===== src/sv/wfwes_pkg.sv =====
// Package for the wire-format window-end scanner.
// Holds the shared codes, widths and defaults; it depends on nothing else.
package wfwes_pkg;

  localparam int WINDOW_MAX_DEF = 16;
  localparam int VERDICT_W      = 2;
  localparam int ACC_W          = 32;
  localparam int DEPTH_W        = 8;

  typedef enum logic [1:0] {
    V_UNDECIDED = 2'd0,
    V_ENDS      = 2'd1,
    V_NOT       = 2'd2
  } verdict_e;

  typedef enum logic [3:0] {
    PH_TAG   = 4'b0001,
    PH_VALUE = 4'b0010,
    PH_SIZE  = 4'b0100,
    PH_SKIP  = 4'b1000
  } phase_e;

  typedef enum logic [2:0] {
    WT_VARINT  = 3'd0,
    WT_FIXED64 = 3'd1,
    WT_LENGTH  = 3'd2,
    WT_SGROUP  = 3'd3,
    WT_EGROUP  = 3'd4,
    WT_FIXED32 = 3'd5
  } wire_type_e;

endpackage


===== src/sv/wire_format_window_end_scanner.sv =====
// An accepted item's result is registered, in the skid entry while the output stalls.
// Throughput: one item per cycle while in_stall_o is low; one scan-state pass per byte.
// A one-entry skid stage behind the result register holds one result while another waits.
// Reset is asynchronous and active low; it clears the scan state to reading a tag,
// no open window and an undecided verdict.
// Depends on wfwes_pkg.
module wire_format_window_end_scanner #(
  parameter int WINDOW_MAX = wfwes_pkg::WINDOW_MAX_DEF
) (
  input  logic                             clk_i,
  input  logic                             rst_ni,
  input  logic                             in_valid_i,
  output logic                             in_stall_o,
  input  logic [7:0]                       data_byte_i,
  input  logic                             first_i,
  input  logic [4:0]                       window_bytes_i,
  input  logic [6:0]                       start_depth_i,
  output logic                             out_valid_o,
  input  logic                             out_stall_i,
  output logic [wfwes_pkg::VERDICT_W-1:0]  verdict_o,
  output logic                             window_end_o
);
  import wfwes_pkg::*;

  localparam int BW = $clog2(WINDOW_MAX + 1);
  localparam int CW = $clog2(((WINDOW_MAX > 8) ? WINDOW_MAX : 8) + 1);

  phase_e             phase_q, phase_d;
  logic [ACC_W-1:0]   acc_q, acc_d;
  logic [3:0]         vb_q, vb_d;
  logic [CW-1:0]      skip_q, skip_d;
  logic [BW-1:0]      left_q, left_d;
  logic [DEPTH_W-1:0] depth_q, depth_d;
  verdict_e           verd_q, verd_d;

  logic               accept, out_fire, res_end;
  verdict_e           ov_verd_q, sk_verd_q;
  logic               ov_valid_q, ov_end_q, sk_valid_q, sk_end_q;

  assign in_stall_o = sk_valid_q;
  assign accept     = in_valid_i & ~sk_valid_q;
  assign out_fire   = ov_valid_q & ~out_stall_i;

  always_comb begin
    logic [2:0]       k;
    logic [5:0]       sh;
    logic [ACC_W-1:0] acc_n;
    logic [BW-1:0]    rem;

    phase_d = phase_q;
    acc_d   = acc_q;
    vb_d    = vb_q;
    skip_d  = skip_q;
    left_d  = left_q;
    depth_d = depth_q;
    verd_d  = verd_q;
    res_end = 1'b0;

    if (first_i) begin
      phase_d = PH_TAG;
      acc_d   = '0;
      vb_d    = '0;
      skip_d  = '0;
      if (window_bytes_i == 5'd0) begin
        left_d = BW'(1);
      end else if (32'(window_bytes_i) > WINDOW_MAX) begin
        left_d = BW'(WINDOW_MAX);
      end else begin
        left_d = BW'(window_bytes_i);
      end
      depth_d = {1'b0, start_depth_i};
      verd_d  = V_UNDECIDED;
    end

    k     = vb_d[2:0];
    sh    = ({3'b0, k} << 3) - {3'b0, k};
    acc_n = acc_d | (ACC_W'({25'b0, data_byte_i[6:0]}) << sh);
    rem   = left_d - BW'(1);

    if (left_d != '0) begin
      left_d = rem;
      if (verd_d == V_UNDECIDED) begin
        unique case (phase_d)
          PH_TAG: begin
            if (k > 3'd4) begin
              verd_d = V_NOT;
            end else begin
              acc_d = acc_n;
              vb_d  = {1'b0, k} + 4'd1;
              if (data_byte_i[7]) begin
                if (vb_d >= 4'd5) verd_d = V_NOT;
              end else begin
                acc_d = '0;
                vb_d  = '0;
                if (acc_n == '0) begin
                  verd_d = V_ENDS;
                end else begin
                  case (acc_n[2:0])
                    WT_VARINT:  phase_d = PH_VALUE;
                    WT_FIXED64: begin
                      skip_d  = CW'(8);
                      phase_d = PH_SKIP;
                    end
                    WT_LENGTH:  phase_d = PH_SIZE;
                    WT_SGROUP: begin
                      if (depth_d != '1) depth_d = depth_d + DEPTH_W'(1);
                    end
                    WT_EGROUP: begin
                      if (depth_d == '0) verd_d = V_ENDS;
                      else depth_d = depth_d - DEPTH_W'(1);
                    end
                    WT_FIXED32: begin
                      skip_d  = CW'(4);
                      phase_d = PH_SKIP;
                    end
                    default:    verd_d = V_NOT;
                  endcase
                end
              end
            end
          end
          PH_VALUE: begin
            vb_d = vb_d + 4'd1;
            if (data_byte_i[7]) begin
              if (vb_d >= 4'd10) verd_d = V_NOT;
            end else begin
              vb_d    = '0;
              phase_d = PH_TAG;
            end
          end
          PH_SIZE: begin
            if (k > 3'd4 || (k == 3'd4 && data_byte_i >= 8'd8)) begin
              verd_d = V_NOT;
            end else begin
              acc_d = acc_n;
              vb_d  = {1'b0, k} + 4'd1;
              if (!data_byte_i[7]) begin
                acc_d = '0;
                vb_d  = '0;
                if (acc_n > ACC_W'(rem)) begin
                  verd_d = V_NOT;
                end else if (acc_n == '0) begin
                  phase_d = PH_TAG;
                end else begin
                  skip_d  = acc_n[CW-1:0];
                  phase_d = PH_SKIP;
                end
              end
            end
          end
          PH_SKIP: begin
            if (skip_d != '0) skip_d = skip_d - CW'(1);
            if (skip_d == '0) phase_d = PH_TAG;
          end
          default: verd_d = V_NOT;
        endcase
      end
      if (rem == '0) begin
        res_end = 1'b1;
        if (verd_d == V_UNDECIDED) verd_d = V_NOT;
      end
    end
  end

  always_ff @(posedge clk_i or negedge rst_ni) begin
    if (!rst_ni) begin
      phase_q <= PH_TAG;
      acc_q   <= '0;
      vb_q    <= '0;
      skip_q  <= '0;
      left_q  <= '0;
      depth_q <= '0;
      verd_q  <= V_UNDECIDED;
    end else if (accept) begin
      phase_q <= phase_d;
      acc_q   <= acc_d;
      vb_q    <= vb_d;
      skip_q  <= skip_d;
      left_q  <= left_d;
      depth_q <= depth_d;
      verd_q  <= verd_d;
    end
  end

  always_ff @(posedge clk_i or negedge rst_ni) begin
    if (!rst_ni) begin
      ov_valid_q <= 1'b0;
      sk_valid_q <= 1'b0;
    end else if (sk_valid_q) begin
      if (out_fire) begin
        sk_valid_q <= 1'b0;
      end
    end else if (accept) begin
      if (!ov_valid_q || out_fire) begin
        ov_valid_q <= 1'b1;
      end else begin
        sk_valid_q <= 1'b1;
      end
    end else if (out_fire) begin
      ov_valid_q <= 1'b0;
    end
  end

  always_ff @(posedge clk_i) begin
    if (sk_valid_q) begin
      if (out_fire) begin
        ov_verd_q <= sk_verd_q;
        ov_end_q  <= sk_end_q;
      end
    end else if (accept) begin
      if (!ov_valid_q || out_fire) begin
        ov_verd_q <= verd_d;
        ov_end_q  <= res_end;
      end else begin
        sk_verd_q <= verd_d;
        sk_end_q  <= res_end;
      end
    end
  end

  assign out_valid_o  = ov_valid_q;
  assign verdict_o    = ov_verd_q;
  assign window_end_o = ov_end_q;

endmodule


===== config.mk =====
export PLATFORM = sky130hd
export DESIGN_NAME = wire_format_window_end_scanner
export DESIGN_NICKNAME = d
export VERILOG_FILES = /design/src/sv/wfwes_pkg.sv /design/src/sv/wire_format_window_end_scanner.sv
export SDC_FILE = /design/constraint.sdc
export NUM_CORES = 1
export LEC_CHECK = 0
export BUFFER_PORTS_ARGS = -buffer_cell sky130_fd_sc_hd__clkbuf_2
export CAP_MARGIN = 20
export CORE_AREA = 2 2 112 124
export CTS_CLUSTER_SIZE = 24
export DETAILED_ROUTE_END_ITERATION = 8
export DIE_AREA = 0 0 114 126
export PLACE_DENSITY = 0.75
export SLEW_MARGIN = 5
export SYNTH_ARGS = -nofsm -noshare
export SYNTH_HDL_FRONTEND = slang
export SYNTH_SLANG_ARGS = --single-unit

===== constraint.sdc =====
create_clock -name clk_i -period 4.5 [get_ports clk_i]
set_clock_uncertainty 0.2 [all_clocks]
set_input_delay 0.225 -clock clk_i [delete_from_list [all_inputs] [get_ports clk_i]]
set_output_delay 0.225 -clock clk_i [all_outputs]
set_load 0.05 [all_outputs]

==> results.yml, run 1 <==
outcome:
  status: "complete, no violations"
critical_path:
  startpoint_type: "flip-flop"
  critPathMaxFanout: 30
  crit_required_ns: 4.54
  slowest_stage: "o32ai_1"
  cp_common_cell: "nand3_1"
  reg2reg_slack_ns: 0.39
  slowest_delay_ns: 0.53
  path_buf_inv: 1
  crit_chain: "buf_4 -> nand2b_1 -> o32ai_1 -> o31ai_1 -> a22o_1 -> ha_1 -> nand3_1 -> o22ai_1 -> nor2_1 -> nor4_1 -> nand3_1 -> a211o_1 -> a32o_1"
  criticalPathCategory: "reg -> reg"
  cp_top_family: "compound AO/OA/AOI/OAI gates"
  worstSetupEndpointType: "flip-flop"
  cp.arrival_ns: 4.15
grt:
  grt_pass1_vias: 5678
  antenna_found_initial: 0
  grt_first_pass_wirelength_mm: 29.6
  grt_max_degree: 46
  groute.usage.overall: 0.259
  grt_overflow: 0
detailed_routing:
  wl_met1_mm: 7.73
  num_vias: 5912
  post_drt_wl_per_cell_um: 20.1
  detailroute.wirelength.met3_mm: 1.30
  top_layer_used: "met4"
  dr.pass1.iters: 6
  wl_met2_mm: 8.26
  vias_per_cell: 6.57
  drt_wl_total_mm: 18.1
  drc: 0
  drtAntennaViolNets: 0
  drtIter0Drc: 592
finish:
  syn2layout_area_growth_pct: 11.3
  drive_gt1_frac: 0.135
  antenna_cells: 0
  fin_util: 0.492
  fin_area_um2: 6440
  fill_cells: 1272
  nets: 773
floorplanning:
  rows: 44
  core_um2: 13100
  dieArea_um2: 14400
  die_w_um: 114
  io_pins: 30
  die_y_um: 126
  start_util: 0.442
sta:
  tns_ns: 0
  fin_crit_ns: 4.11
  max_slew_margin: 0.502
  timing.final.hold_violations: 0
  fin_crit_sh: 0.913
  setup_viol: 0
  slew_violations: 0
  grt_setup_unrepaired: "no"
  whs_ns: 0.157
  worst_slew_pin_slew_ns: 0.741
  fmax_ghz: 0.243
place:
  place_area_um2: 6080
  io_buffers: 29
  hpwl_mm: 13.4
  place_congestion: 1.07
clock_network:
  cts.sinks: 68
  htree_levels: 3
  clk_path_buf_depth: 2
  path_clk_slew_ns: 0.06
  insertion_delay_ns: 0.35
  cts_tree: "done"
  clock-root-buffer: "clkbuf_16"
  cts_resized: 0
  numCtsBuffers: 9
logic_synthesis:
  synth_nets: 749
  syn_avg_cell_area_um2: 8.16
  synth_seq_area_share: 0.299
  synth_warnings: 0
  async_flop_share: 0.912
  synthCells: 710
  synth_area_um2: 5790
  synth_top_area_cell: "dfrtp_1"
  ys_seq_elements: 68
  synth-main-ff-cell: "dfrtp_1"
  synth_top_area_share: 0.264
  synth-edff-count: 6
  synth_cell_type_count: 96
  synth_area_leaders: "dfrtp_1, nor2_1, nand2_1, o21ai_0, a21oi_1"
job:
  drv_cap: 0
hold_path:
  hold_class: "in -> async"
power:
  power.total_mw: 4.43
  power.static_leakage_nw: 2.71
  power_density_nw_per_um2: 687
  peakVddDrop_mv: 0.335
-- metrics by stage --
| stage | instances | setup WS, ns |
|---|---|---|
| after floorplan | 710 | 0.0526 |
| after global placement | 881 | 0.588 |
| after detailed placement | 881 | 0.523 |
| after CTS | 900 | 0.493 |
| after global routing | 900 | 0.180 |
| final | 900 | 0.390 |
-- metal layers --
layer  vias to the layer above  track usage
met5                         -            0
met4                         0        0.141
met3                        72       0.0399
met2                       298        0.396
met1                      2783        0.350
li1                       2759            -
-- area by class of cell --
class	instances	area [um^2]	share of cell area
well taps	161	201	0.0313
repair buffers	55	348	0.0540
multi-input cells	579	3750	0.583
inverters	21	78.8	0.0122
clock buffers	11	264	0.0410
flip-flops and latches	68	1730	0.269
clock inverters	5	65.1	0.0101
-- where the power goes --
group / total, mW / internal, mW / switching (mW)
Combinational: 2.70 / 0.946 / 1.75
Clock: 0.783 / 0.483 / 0.300
Sequential: 0.945 / 0.808 / 0.137
-- layout by cell type, fill, tap and decap left out, types with 6 or more instances in the layout --
master     instances
nand3b_1           8
o21ai_1            8
mux2i_1           12
o32ai_1            7
nor4_1            11
nand4_1            8
clkbuf_2          28
a32oi_1            6
nand2b_1           7
nor3_1            25
o31ai_1            8
xnor2_1            6
nand2_1           63
nor2b_1           17
inv_1             19
o22ai_1           11
nor2_1            66
clkbuf_16         10
dfrtp_1           61
buf_4             23
a22o_1            11
a31oi_1           12
edfxtp_1           6
ha_1              14
and3_1            11
a21oi_1           46
nand3_1           29
and3b_1            6
a21o_1            12
o21ai_0           47
a32o_1            11
-- Yosys cell counts, types with 9 or more instances --
cell	number
a22o_1	11
and3_1	11
nor2b_1	17
nand3_1	29
clkbuf_1	23
nor4_1	11
nor2_1	66
a21o_1	12
mux2i_1	12
nand2_1	63
o22ai_1	11
nor3_1	25
ha_1	14
inv_1	19
buf_2	9
o21ai_0	47
a31oi_1	12
dfrtp_1	61
a32o_1	11
a21oi_1	46
-- flip-flops by register name (all words and copies together), names as in the netlist --
| signal | cells |
|---|---|
| window_end_o | 1 |
| skip_q | 5 |
| in_stall_o | 1 |
| sk_verd_q | 2 |
| left_q | 5 |
| depth_q | 8 |
| phase_q | 4 |
| verdict_o | 2 |
| out_valid_o | 1 |
| verd_q | 2 |
| acc_q | 32 |
| sk_end_q | 1 |
| vb_q | 4 |
-- worst paths after layout --
| path | from | end | cells past startpoint |
|---|---|---|---|
| setup reg to reg | vb_q[0] | skip_q[2] | 13 |
| hold / removal | rst_ni | depth_q[0] | 2 |
| max in group asynchronous | rst_ni | acc_q[24] | 3 |
| hold reg to reg | left_q[4] | left_q[4] | 2 |
| setup / recovery | vb_q[0] | skip_q[2] | 13 |
| min in group clk_i | first_i | vb_q[2] | 3 |
-- cell families after synthesis --
kind of cell | share of synthesized area
AND/OR/NAND/NOR | 0.264
AO/OA/AOI/OAI | 0.310
flip-flops | 0.299
buffers and inverters | 0.0540
multiplexers | 0.0266
adder cells (fa/ha/maj) | 0.0302
XOR/XNOR | 0.0166
-- timing repair --
item	in CTS	in global routing
setup buffers	0	0
endpoints found under the hold margin	19	0
hold buffers	3	0
Power figures use the tool's default switching activity.
==> run 2: changes to the inputs <==
--- a/config.mk
+++ b/config.mk
@@ -5,12 +5,13 @@
 export SDC_FILE = /design/constraint.sdc
 export NUM_CORES = 1
 export LEC_CHECK = 0
+export ABC_AREA = 1
 export BUFFER_PORTS_ARGS = -buffer_cell sky130_fd_sc_hd__clkbuf_2
 export CAP_MARGIN = 20
-export CORE_AREA = 2 2 112 124
+export CORE_AREA = 2 2 115 128
 export CTS_CLUSTER_SIZE = 24
 export DETAILED_ROUTE_END_ITERATION = 8
-export DIE_AREA = 0 0 114 126
+export DIE_AREA = 0 0 117 130
 export PLACE_DENSITY = 0.75
 export SLEW_MARGIN = 5
 export SYNTH_ARGS = -nofsm -noshare
==> run 2 against run 1 <==
Total power decreased by 4.4%; cell count rose by 28%; routed wire length increased by 0.26%; core utilization is 1.5 points lower; sequential cell count stayed put; largest cell class unchanged.
==> results.yml, run 2 <==
logic_synthesis:
  synth_cell_type_count: 60
  syn_avg_cell_area_um2: 6.60
  synth-edff-count: 6
  synth_most_common_cell: "nand2_1"
  synthCells: 929
  synth_area_um2: 6130
  synth_seq_area_share: 0.283
  synth-main-ff-cell: "dfrtp_1"
  synthTopCellsByCount: "nand2_1, inv_1, o21ai_0"
  synth_nets: 968
  synth_top_area_share: 0.249
  async_flop_share: 0.912
  ys_seq_elements: 68
  synth_warnings: 0
  synth_top_area_cell: "dfrtp_1"
  synth_area_leaders: "dfrtp_1, nand2_1, o21ai_0, inv_1, nand3_1"
clock_network:
  path_clk_slew_ns: 0.06
  clock-root-buffer: "clkbuf_16"
  insertion_delay_ns: 0.34
  cts_resized: 0
  post_cts_buffers: 0
  clk_path_buf_depth: 2
  cts.sinks: 68
  numCtsBuffers: 9
  htree_levels: 3
  ctsHoldBuffers: 2
  cts_tree: "done"
power:
  peakVddDrop_mv: 0.304
  seq_power_share: 0.238
  comb_power_share: 0.595
  power_density_nw_per_um2: 629
  p_int_mw: 2.04
  p_clk_frac: 0.167
  power.static_leakage_nw: 3.25
  power.switching_mw: 2.20
  switching_share: 0.519
detailed_routing:
  post_drt_wl_per_cell_um: 15.8
  dr.pass1.iters: 5
  drtIter0Drc: 549
  vias_per_cell: 5.59
  drtAntennaViolNets: 0
  drt_wl_total_mm: 18.2
  num_vias: 6425
  drc: 0
place:
  place_congestion: 1.02
  place_area_um2: 6410
  hpwl_mm: 13.7
  io_buffers: 29
  dp_cells: 1132
sta:
  whs_ns: 0.0953
  tns_ns: 0
  timing.final.hold_violations: 0
  worst_slew_pin_slew_ns: 0.930
  max_slew_margin: 0.379
  fmax_ghz: 0.248
  slew_violations: 0
  setup_viol: 0
  fin_crit_ns: 4.03
  fin_crit_sh: 0.897
  grt_setup_unrepaired: "no"
critical_path:
  reg2reg_slack_ns: 0.47
  crit_required_ns: 4.40
  startpoint_type: "flip-flop"
  path_buf_inv: 2
  critPathMaxFanout: 18
  criticalPathCategory: "reg -> reg"
  worstSetupEndpointType: "flip-flop"
  startpoint: "vb_q[0]"
  r2r_start: "vb_q[0]"
  slowest_stage: "dfrtp_1"
  cp.arrival_ns: 3.94
  slowest_delay_ns: 0.55
  rr_worst_depth: 25
  cp_top_family: "simple AND/OR/NAND/NOR gates"
  cp_common_cell: "nand2_1"
  r2r-end: "verdict_o[1]"
finish:
  fin_util: 0.477
  reg.largest.list: "acc_q x32, depth_q x8"
  final_common_cell: "nand2_1"
  layout.cells.non_filler: 1150
  drive_gt1_frac: 0.124
  largest_reg_flops: 32
  nets: 992
  fill_cells: 1468
  fin_area_um2: 6730
  antenna_cells: 0
  syn2layout_area_growth_pct: 9.72
  layout_common_cells: "nand2_1, inv_1, o21ai_0"
  top_register: "acc_q"
floorplanning:
  core_um2: 14100
  io_pins: 30
  die_w_um: 117
  rows: 46
  die_y_um: 130
  start_util: 0.435
  dieArea_um2: 15200
grt:
  grt_overflow: 0
  grt_first_pass_wirelength_mm: 29.7
  grt_max_degree: 39
  grt_pass1_vias: 6186
  antenna_found_initial: 0
  groute.usage.overall: 0.248
hold_path:
  hold_class: "in -> reg"
  min_to: "acc_q[4]"
  hold_path_startpoint: "data_byte_i[7]"
  min_path_cells: 3
job:
  drv_cap: 0
outcome:
  status: "complete, no violations"
[run 2: cell types whose count changed after synthesis, moves of 12 or more]
cell	previous run	this run
nor2_1	66	89
nand3_1	29	69
inv_1	19	111
nor2b_1	17	0
mux2i_1	12	0
o21ai_0	47	104
nand2_1	63	214
[run 2: cells by family (layout without fill, tap and decap cells)]
kind of cell | count (synthesis) | after routing | synth area share
xor+xnor | 12 | 12 | 0.0171
flops | 68 | 68 | 0.283
compound gates | 226 | 226 | 0.216
simple gates | 454 | 454 | 0.344
buf+inv | 155 | 184 | 0.111
fa+ha+maj | 14 | 14 | 0.0286
[run 2: per-layer routing]
layer | part of all wire | routed length, um | vias up | GRT usage
met5 | 0 | 0 | - | 0
met4 | 0.032 | 580 | 0 | 0.0990
met3 | 0.051 | 930 | 45 | 0.0483
met2 | 0.50 | 9070 | 207 | 0.441
met1 | 0.42 | 7590 | 2998 | 0.292
li1 | - | - | 3175 | -
[run 2: layout make-up]
cell class	instances	area [um^2]	share of cell area
tap	192	240	0.0357
multi-input combinational	706	3720	0.553
clock inverter	7	66.3	0.00986
sequential	68	1730	0.258
clock buffer	9	225	0.0335
timing repair buffer	45	270	0.0402
inverter	123	470	0.0700
[run 2: per-stage QoR]
step                total power [mW]  worst slack (ns)
finish                          4.23             0.465
global route                    4.61            0.0968
CTS                             4.21             0.542
detailed placement              3.49             0.514
global placement                3.47             0.566
floorplan                       2.91             0.935
[run 2: tightest hold or removal path: stages]
cell and delay [ns]:
clkbuf_2 0.17, o21ai_0 0.11, o21ai_0 0.08
[run 2: worst max-delay path by stage]
| stage | endpoint | slack [ns] | depth (start not counted) |
|---|---|---|---|
| finish | verdict_o[1] | 0.47 | 25 |
| global route | verdict_o[1] | 0.1 | 25 |
| CTS | verdict_o[1] | 0.54 | 25 |
| detailed placement | verdict_o[1] | 0.51 | 29 |
| global placement | verdict_o[1] | 0.57 | 29 |
| floorplan | verdict_o[1] | 0.93 | 24 |
[run 2: power groups by stage]
stage	Sequential [mW]	Clock (mW)	Combinational, mW
floorplan	1.04	0	1.87
finish	1.01	0.705	2.52
detailed placement	1.02	0	2.47
global placement	1.01	0	2.46
global route	1.04	0.745	2.83
CTS	1.01	0.716	2.48
==> run 3: changes to the inputs <==
--- a/config.mk
+++ b/config.mk
@@ -12,7 +12,7 @@
 export CTS_CLUSTER_SIZE = 24
 export DETAILED_ROUTE_END_ITERATION = 8
 export DIE_AREA = 0 0 117 130
-export PLACE_DENSITY = 0.75
+export PLACE_DENSITY_LB_ADDON = 0.25
 export SLEW_MARGIN = 5
 export SYNTH_ARGS = -nofsm -noshare
 export SYNTH_HDL_FRONTEND = slang
==> run 3 against run 2 <==
Combinational power is essentially flat; design area shrank 0.61%; first-iteration DRC count shrank 23%; via count shrank 0.17%; register-to-register slack is essentially flat; highest routed layer unchanged; critical path type unchanged; sequential share of layout area grew 0.16 points; worst setup slack gained 0.0090 ns; sequential cell count is the same; largest power group unchanged.
==> results.yml, run 3 (synthesis results as in run 2) <==
clock_network:
  numCtsBuffers: 9
  cts_tree: "done"
  cts.sinks: 68
  clk_path_buf_depth: 2
  path_clk_slew_ns: 0.06
  clock-root-buffer: "clkbuf_16"
  cts_resized: 0
  insertion_delay_ns: 0.35
  htree_levels: 3
floorplanning:
  die_w_um: 117
  io_pins: 30
  rows: 46
  core_um2: 14100
  dieArea_um2: 15200
  die_y_um: 130
  start_util: 0.435
finish:
  largest_reg_flops: 32
  drive_gt1_frac: 0.121
  antenna_cells: 0
  multiInputGateArea_um2: 3720
  top_register: "acc_q"
  nets: 987
  layout_common_cells: "nand2_1, inv_1, o21ai_0"
  fill_cells: 1457
  syn2layout_area_growth_pct: 9.04
  final_common_cell: "nand2_1"
  reg.largest.list: "acc_q x32, depth_q x8"
  fin_util: 0.474
  seq_area_um2: 1730
sta:
  fmax_ghz: 0.248
  post-route-worst-setup-slack_ns: 0.475
  timing.final.hold_violations: 0
  tns_ns: 0
  max_slew_margin: 0.350
  fin_crit_ns: 4.03
  grt_setup_unrepaired: "no"
  fin_crit_sh: 0.895
  setup_viol: 0
  worst_slew_pin_slew_ns: 0.973
  slew_violations: 0
outcome:
  status: "complete, no violations"
hold_path:
  hold_path_startpoint: "data_byte_i[7]"
  hold_class: "in -> reg"
  min_to: "acc_q[4]"
  min_path_cells: 3
critical_path:
  slowest_delay_ns: 0.55
  rr_worst_depth: 25
  worstSetupEndpointType: "flip-flop"
  crit_required_ns: 4.40
  critPathMaxFanout: 18
  criticalPathCategory: "reg -> reg"
  r2r-end: "verdict_o[1]"
  reg2reg_slack_ns: 0.47
  startpoint_type: "flip-flop"
  slowest_stage: "dfrtp_1"
  cp.arrival_ns: 3.93
  cp_common_cell: "nand2_1"
  r2r_start: "vb_q[0]"
place:
  hpwl_mm: 13.9
  dp_slack_ns: 0.522
  place_congestion: 0.956
  io_buffers: 29
grt:
  groute.usage.overall: 0.258
  grt_pass1_vias: 6094
  grt_max_degree: 63
  grt_first_pass_wirelength_mm: 30.6
  grt_overflow: 0
  antenna_found_initial: 0
power:
  peakVddDrop_mv: 0.243
  power.static_leakage_nw: 3.23
  power_density_nw_per_um2: 632
detailed_routing:
  drt_wl_total_mm: 18.6
  dr.pass1.iters: 6
  drtIter0Drc: 424
  num_vias: 6414
  vias_per_cell: 5.60
  drc: 0
  post_drt_wl_per_cell_um: 16.2
  drtAntennaViolNets: 0
job:
  drv_cap: 0
[run 3: stage by stage]
step	hold slack (ns)	power [mW]	std cells	cell area (um^2)
detailed placement	0.266	3.49	1127	6380
global placement	0.266	3.50	1127	6380
CTS	0.194	4.21	1145	6680
finish	0.198	4.22	1145	6680
global route	0.260	4.59	1145	6680
floorplan	-0.271	2.91	929	6130
[run 3: final cells by class]
| class | count | share of cell area |
|---|---|---|
| clock buffer | 11 | 0.0380 |
| clock inverter | 5 | 0.00505 |
| inverter | 123 | 0.0704 |
| multi-input combinational | 706 | 0.557 |
| sequential | 68 | 0.259 |
| tap | 192 | 0.0359 |
| timing repair buffer | 40 | 0.0348 |
[run 3: worst max path at each step]
stage | slack (ns) | to | cells after the start | startpoint
2_1_floorplan | 0.93 | verdict_o[1] | 24 | vb_q[1]
4_1_cts | 0.52 | verdict_o[1] | 25 | vb_q[0]
3_3_place_gp | 0.58 | verdict_o[1] | 27 | vb_q[0]
6_report | 0.47 | verdict_o[1] | 25 | vb_q[0]
5_1_grt | 0.12 | verdict_o[1] | 25 | vb_q[0]
3_5_place_dp | 0.52 | verdict_o[1] | 27 | first_i
[run 3: critical path, delay by kind of cell (launching register included)]
kind,cells,cell delay (ns)
and+or+nand+nor,18,1.76
DFF,1,0.55
adders and majority gates,2,0.64
buffers and inverters,2,0.25
AOI/OAI and AO/OA,3,0.35
[run 3: per-layer routing]
layer / GRT usage / routed length (um) / vias to the layer above / part of all wire
li1: - / - / 3175 / -
met1: 0.309 / 7950 / 2998 / 0.43
met2: 0.457 / 9180 / 183 / 0.49
met5: 0 / 0 / - / 0
met4: 0.127 / 803 / 0 / 0.043
met3: 0.0283 / 673 / 58 / 0.036
[run 3: where the power goes]
group	internal (mW)	switching, mW	leakage [nW]	total [mW]
Sequential	0.867	0.130	0.848	0.998
Combinational	0.737	1.78	2.24	2.52
Clock	0.407	0.299	0.137	0.706
Total	2.01	2.21	3.23	4.22
[run 3: repair_timing]
item	4_1_cts	5_1_grt
endpoints found under the setup margin	0	0
hold buffers	2	0
endpoints found under the hold margin	63	0
buffers inserted	0	0
